==> config.mk <==
export PLATFORM = sky130hd
export DESIGN_NAME = vna_ram
export DESIGN_NICKNAME = d
export VERILOG_FILES = /design/src/hdl/vna_ram.sv
export SDC_FILE = /design/constraint.sdc
export NUM_CORES = 1
export LEC_CHECK = 0
export BUFFER_PORTS_ARGS = -buffer_cell sky130_fd_sc_hd__buf_2
export CAP_MARGIN = 20
export CORE_MARGIN = 2
export CORE_UTILIZATION = 59
export DETAILED_ROUTE_END_ITERATION = 6
export GPL_TIMING_DRIVEN = 0
export HOLD_SLACK_MARGIN = 0.05
export PLACE_DENSITY = 0.77
export SLEW_MARGIN = 20
export SYNTH_ARGS = -nofsm -noshare
export SYNTH_HDL_FRONTEND = slang
export SYNTH_SLANG_ARGS = --single-unit
==> constraint.sdc <==
create_clock -name clk_i -period 5.4 [get_ports clk_i]
set_clock_uncertainty 0.05 [all_clocks]
set_input_delay 0.54 -clock clk_i [delete_from_list [all_inputs] [get_ports clk_i]]
set_output_delay 0.54 -clock clk_i [all_outputs]
set_load 0.02 [all_outputs]
==> src/hdl/vna_ram.sv <==
module vna_ram #(
  parameter int Width = 8,
  parameter int Depth = 16
) (
  input  logic                     clk_i,
  input  logic                     we_i,
  input  logic [$clog2(Depth)-1:0] addr_i,
  input  logic [Width-1:0]         wdata_i,
  output logic [Width-1:0]         rdata_o
);

  logic [Width-1:0] mem_q [Depth];

  always_ff @(posedge clk_i) begin
    if (we_i) begin
      mem_q[addr_i] <= wdata_i;
    end
    rdata_o <= mem_q[addr_i];
  end

endmodule

=== Word-level counts from Yosys, hierarchy flattened ===
Memory sizes are Yosys's and may differ from the RTL's. A register that Yosys moved wholly into a read port is not among the register bits.
Cells that the tools add are included.

* Muxes and demuxes: 2

{| class="wikitable"
|+ Operators with widths
! cell !! number
|-
| $mux W1 || 2
|}

* RAM bits: 128
* Output and inout port bits: 8
* Memories kept: 1
* Register bits: 0
* Word-level logic and storage cells: 3

{| class="wikitable"
|+ Memory list
! memory !! depth !! width !! rd ports !! clocked after memory_dff !! write ports !! RTL line !! text
|-
| mem_q || 16 || 8 || 1 || 1 || 1 || 12 || <nowiki>logic [Width-1:0] mem_q [Depth];</nowiki>
|}

=== Logic depth before layout (Yosys ltp) ===
Gate-level depths: netlist of run 1.

* Depth after elaboration: 2
* Mapped depth: 5
* Mapped depth without buffers: 3

=== Worst setup path before layout of run 1 ===
Ideal clock, no wire load.

* Kind: input to register
* Start point: input addr_i[2]
* End point: memory mem_q[0][0] (enable)
* Setup time: 383 ps
* Arrival: 1650 ps
* Slack: 3317 ps
* Buffers on the path: 0
* Stages: 2
* Cells stage by stage: or3b_2 nor3_1

{| class="wikitable"
|+ RTL lines
! element !! RTL line !! text
|-
| start, declared || 7 || <nowiki>input logic [$clog2(Depth)-1:0] addr_i,</nowiki>
|-
| end, declared || 12 ||
|}

No word-level cell before the write port.

=== Worst setup path in the final report of run 1 ===
* Start point: input addr_i[1]
* End point: memory mem_q[3][4] (enable)

No word-level cell before the write port.

==> run metrics, run 1 <==
Net count, final between 200 and 300; Final Util 71.8%; clock sinks 136; setup repair bufs after CTS 0; Max-cap violations 0; Antenna Cells 0; core area 8260 um2; worst hold stages 1; Initial DRC Count 313; top-area cell type share of the netlist area ~76%; crit path kind input pin to flip-flop; HP Class input pin to flip-flop; CP max stage cell nor2_1; hold_sp wdata_i[0]; antenna viol nets, final 0; synthesis-to-layout area growth 17.0%; Cell Pwr Density 419 nW/um2; final worst path period need 2.18 ns; synth unique cells 18; Synth Register Bits between 100 and 150; Via Count approximately 2.5k; Finished Layout Cells 387; DR DRC count 0; outcome complete, no violations; initial core utilization just over 60%; Clock Tree Root clkbuf_8; HPWL after detailed placement about 5800 um; Wirelength per Cell approximately 26 um; final instance area between 5000 and 6000 um2; grt ovf 0; type of origin of the critical path input pin; TNS Setup 0 ns; Num CTS Buffers 17; Die Wd 96.7 um; Syn Inst Count 230; Levels on crit path 4; crit path DAT 2.27 ns; Pwr Total approximately 2.5 mW; CP delay by family, top simple AND/OR/NAND/NOR gates; measured slew at the worst slew-check pin 0.857 ns; Setup WS pre-CTS 2.76 ns; switching power roughly 0.49 mW; Synthesized Nets about 240; largest net degree at the start of global routing 17; Critical Path Source addr_i[1]; VDD IR max 0.215 mV; Rows 33; EDFF count, synth 128; Port Buffer Count 19; Hold WS 0.385 ns; Final Hold Fails 0; post-route clock period utilization 40.5%; Seq/Total Area, Yosys 79.0%; switching share of power 19.9%; post-synth top area cell edfxtp_1; RSZ-0062 raised after global routing false; 1st-pass router iterations 5; Max Slew Vio Count 0; top-level port count 22; Commonest cells post-synth edfxtp_1, mux4_2, a22oi_1; Reg2Reg Depth 3; final-report setup violation count 0; WP data required 5.49 ns; clock share of power 47.3%; Max H-tree Level 4; most common cell in the netlist edfxtp_1; number of global-route vias before repair between 2k and 3k; Worst slew margin 42.6%; Syn Std Cell Area 5070 um2; Critical Path End Type flip-flop; deepest clock path buffer count 2; Clock transition at path regs 0.06 ns; initial antenna violation count 0; cell-internal power 1.99 mW; first-pass GRT wire length 15400 um; fraction of layout cells with a size suffix above 1 32.3%; Comb pwr share 4.8%; Mapped Avg Cell Area between 20 and 25 um2; CP bufs+invs 2; post-CTS sizing 0; drt total wl 10100 um; Async SR Flop Fraction 0%; Die H 96.7 um; most used flip-flop cell after synthesis edfxtp_1; Lkg Pwr ~2 nW; CTS tree built; Synth area leaders edfxtp_1, mux4_2, dfxtp_1; critical path's largest stage delay 0.72 ns; Final Wtd Congestion 0.859; Clk Latency, worst-skew pair between 0.5 and 0.6 ns; sequential power share 47.9%; die footprint 9350 um2; worst-path maximum fanout 10; slack of the critical path roughly 3.2 ns; Inst Count DP 355; critical-path cell list buf_2, buf_1, nand2_1, nor2_1; hold buffer count at cts 0; Total GRT Usage 23.3%; vias per cell 6.48; fmax 0.458 GHz; Post-Place Cell Area roughly 5300 um2; reg-to-reg startpoint mem_q[2][6]; Yosys warnings 0
-- flip-flops by register name (all words and copies together) (netlist names) --
| name | flops |
|---|---|
| mem_q | 128 |
| rdata_o | 8 |
-- path summary, 6_finish.rpt --
check / end / slack [ns]
worst max-delay path: mem_q[3][4] / 3.22
worst min-delay path: mem_q[9][0] / 0.38
worst min register to register: rdata_o[4] / 0.65
worst max register to register: rdata_o[6] / 3.92
-- layer usage --
layer  wire [um]  track usage, %  share of wire (%)
met5           0               0                  0
met4         287            9.21                2.8
met3         800            8.38                7.9
met2        5010            35.8                 50
met1        3980            31.0                 39
-- cell usage in the layout (no fill, tap or decap) --
master / count
edfxtp_1: 128
nor3_2: 3
buf_2: 21
buf_4: 1
nand3b_1: 2
clkbuf_1: 4
clkinv_4: 3
mux4_2: 32
bufinv_16: 4
dfxtp_1: 8
or3b_2: 1
nand2b_1: 2
clkinvlp_4: 2
nor2_1: 13
and2_1: 1
clkbuf_2: 1
buf_6: 2
nor2b_1: 2
nand3_1: 1
clkinv_2: 3
clkbuf_16: 16
nor3_1: 1
a22oi_1: 16
nand2_1: 9
clkbuf_8: 2
buf_1: 4
-- logic make-up after synthesis --
kind of cell,share of synthesized area [%]
DFF,79.0
and+or+nand+nor,3.21
muxes,14.2
buffers and inverters,1.19
AOI/OAI and AO/OA,2.37
-- power by group through the flow --
stage               combinational [mW]  clock [mW]  sequential, mW
finish                           0.119        1.17            1.19
global route                     0.127        1.23            1.19
CTS                              0.118        1.19            1.19
detailed placement               0.116           0            1.21
global placement                 0.113           0            1.21
floorplan                       0.0608           0            1.22
-- area by class of cell --
| class | count | area [um2] |
|---|---|---|
| clock buffers | 20 | 435 |
| well taps | 105 | 131 |
| flip-flops and latches | 136 | 4000 |
| fillers | 442 | 2330 |
| clock inverters | 12 | 176 |
| repair buffers | 20 | 103 |
| multi-input cells | 83 | 1020 |
| plain buffers | 11 | 60.1 |
Power figures use the tool's default switching activity.
==> run 2, diff against run 1 <==
Settings changed: CORE_UTILIZATION 59 to 54, PLACE_DENSITY 0.77 to 0.74.
Clock period 5.4 ns to 1.9 ns, I/O delays scaled along.
==> run 2 against run 1 <==
  * Wire length increased by 1.0%
  * Count of clock-buffer cells in the layout unchanged
  * Clock power grew to 2.9 times the previous value
  * Combinational power grew to 3.0 times the previous value
  * Highest routed layer unchanged
  * Setup slack got worse by 3.1 ns
  * Critical path depth did not move
==> run metrics, run 2 (same netlist as run 1, synthesis figures left out) <==
area occupied by multi-input gates between 1000 and 1500 um2; Final Util around two thirds; synthesis-to-layout area growth 18.8%; initial core utilization 55.4%; Antenna Cells 0; Rows 35; DR DRC count 0; crit path kind input pin to flip-flop; Sequential Area 4000 um2; worst setup path end mem_q[15][5]; Total GRT Usage 22.7%; Die H 101 um; max FFs per register ~130; met2 Usage GRT roughly a third; Biggest register mem_q; Reg2Reg Depth 3; core area between 9000 and 10000 um2; grt ovf 0; Cell Pwr Density ~1200 nW/um2; Critical Path End Type flip-flop; Max Slew Vio Count 0; Clock Tree Root clkbuf_8; largest net degree at the start of global routing 17; type of origin of the critical path input pin; commonest non-fill, non-tap cell in the layout edfxtp_1; WP data required approximately 2.0 ns; Clk Latency, worst-skew pair 0.52 ns; number of global-route vias before repair about 2.5k; measured slew at the worst slew-check pin 0.765 ns; top-level port count 22; most frequent cells in the layout edfxtp_1, mux4_2, buf_2, a22oi_1, clkbuf_16; reg-to-reg startpoint mem_q[11][4]; post-route clock period utilization 94.8%; Setup WS pre-CTS -0.427 ns; Port Buffer Count 19; final worst path period need 1.80 ns; final instance area about 6000 um2; Max-cap violations 0; RSZ-0062 raised after global routing true; fraction of layout cells with a size suffix above 1 around a third; HP Class input pin to flip-flop; global routing's busiest layer met2; VDD IR max roughly 0.58 mV; Max H-tree Level 4; Lkg Pwr 1.97 nW; final-report setup violation count 0; Final Hold Fails 0; Num CTS Buffers 17; Initial DRC Count 150; Pwr Total 7.08 mW; clock sinks 136; deepest clock path buffer count 2; 1st-pass router iterations 5; fill cell count approximately 560; initial antenna violation count 0; Post-Place Cell Area 5320 um2; crit path DAT between 1.5 and 2 ns; die footprint around 10000 um2; RR Endpoint rdata_o[4]; Final Wtd Congestion approximately 0.8; Regs by FF count mem_q (128), rdata_o (8); HPWL after detailed placement 5960 um; setup repair bufs after CTS 0; slack of the critical path 0.0997 ns; Clock transition at path regs 0.06 ns; Via Count 2430; Die Wd 101 um; drt total wl 10200 um; Worst slew margin 48.7%; hold_sp addr_i[0]; M3 GR Usage 6.73%; Hold WS 0.224 ns; Reg2Reg Setup Slack 0.40 ns; Wirelength per Cell ~25 um; Net count, final 290; outcome complete, no violations; vias per cell 6.08; worst-path maximum fanout 10; GR Util met1 30.4%; fmax 0.555 GHz; CTS tree built; first-pass GRT wire length 15500 um; Critical Path Source addr_i[1]; antenna viol nets, final 0
## run 2: timing repair
action / CTS / global route
resized for setup: 0 / 2
endpoints found under the hold margin: 128 / 0
setup endpoints to repair: 0 / 16
hold buffers: 8 / 0
## run 2: layer usage
| layer | vias up | part of all wire (%) |
|---|---|---|
| li1 | 1055 | - |
| met4 | 0 | 3.7 |
| met3 | 26 | 6.9 |
| met5 | - | 0 |
| met1 | 1239 | 39 |
| met2 | 110 | 50 |
## run 2: worst min path at each step
stage | cells past startpoint | slack (ns) | to
6_report | 4 | 0.22 | rdata_o[5]
5_1_grt | 4 | 0.26 | rdata_o[0]
4_1_cts | 4 | 0.22 | rdata_o[5]
3_5_place_dp | 1 | 0.55 | mem_q[8][1]
3_3_place_gp | 1 | 0.54 | mem_q[14][7]
2_1_floorplan | 0 | 0.24 | mem_q[0][0]
## run 2: power breakdown
group / switching [mW] / leakage [nW] / internal, mW
combinational: 0.216 / 0.455 / 0.138
sequential: 0.0173 / 1.22 / 3.36
clock: 1.19 / 0.295 / 2.16
total: 1.43 / 1.97 / 5.66
## run 2: layout make-up
cell class | count | area share, %
clock inverters | 12 | 2.93
clock buffers | 20 | 7.23
flip-flops and latches | 136 | 66.5
plain buffers | 11 | 0.998
well taps | 111 | 2.31
multi-input cells | 83 | 17.1
repair buffers | 27 | 2.91
## run 2: worst max-delay path: stages
cell and delay [ns]:
buf_2 0.25, buf_1 0.51, nand2_1 0.28, nor2_1 0.66
## run 2: stage by stage
stage | std cells | TNS [ns]
after floorplan | 230 | 0
after detailed placement | 360 | -30.26
final | 400 | 0
after CTS | 400 | 0
after global routing | 400 | -0.120
after global placement | 360 | -29.64
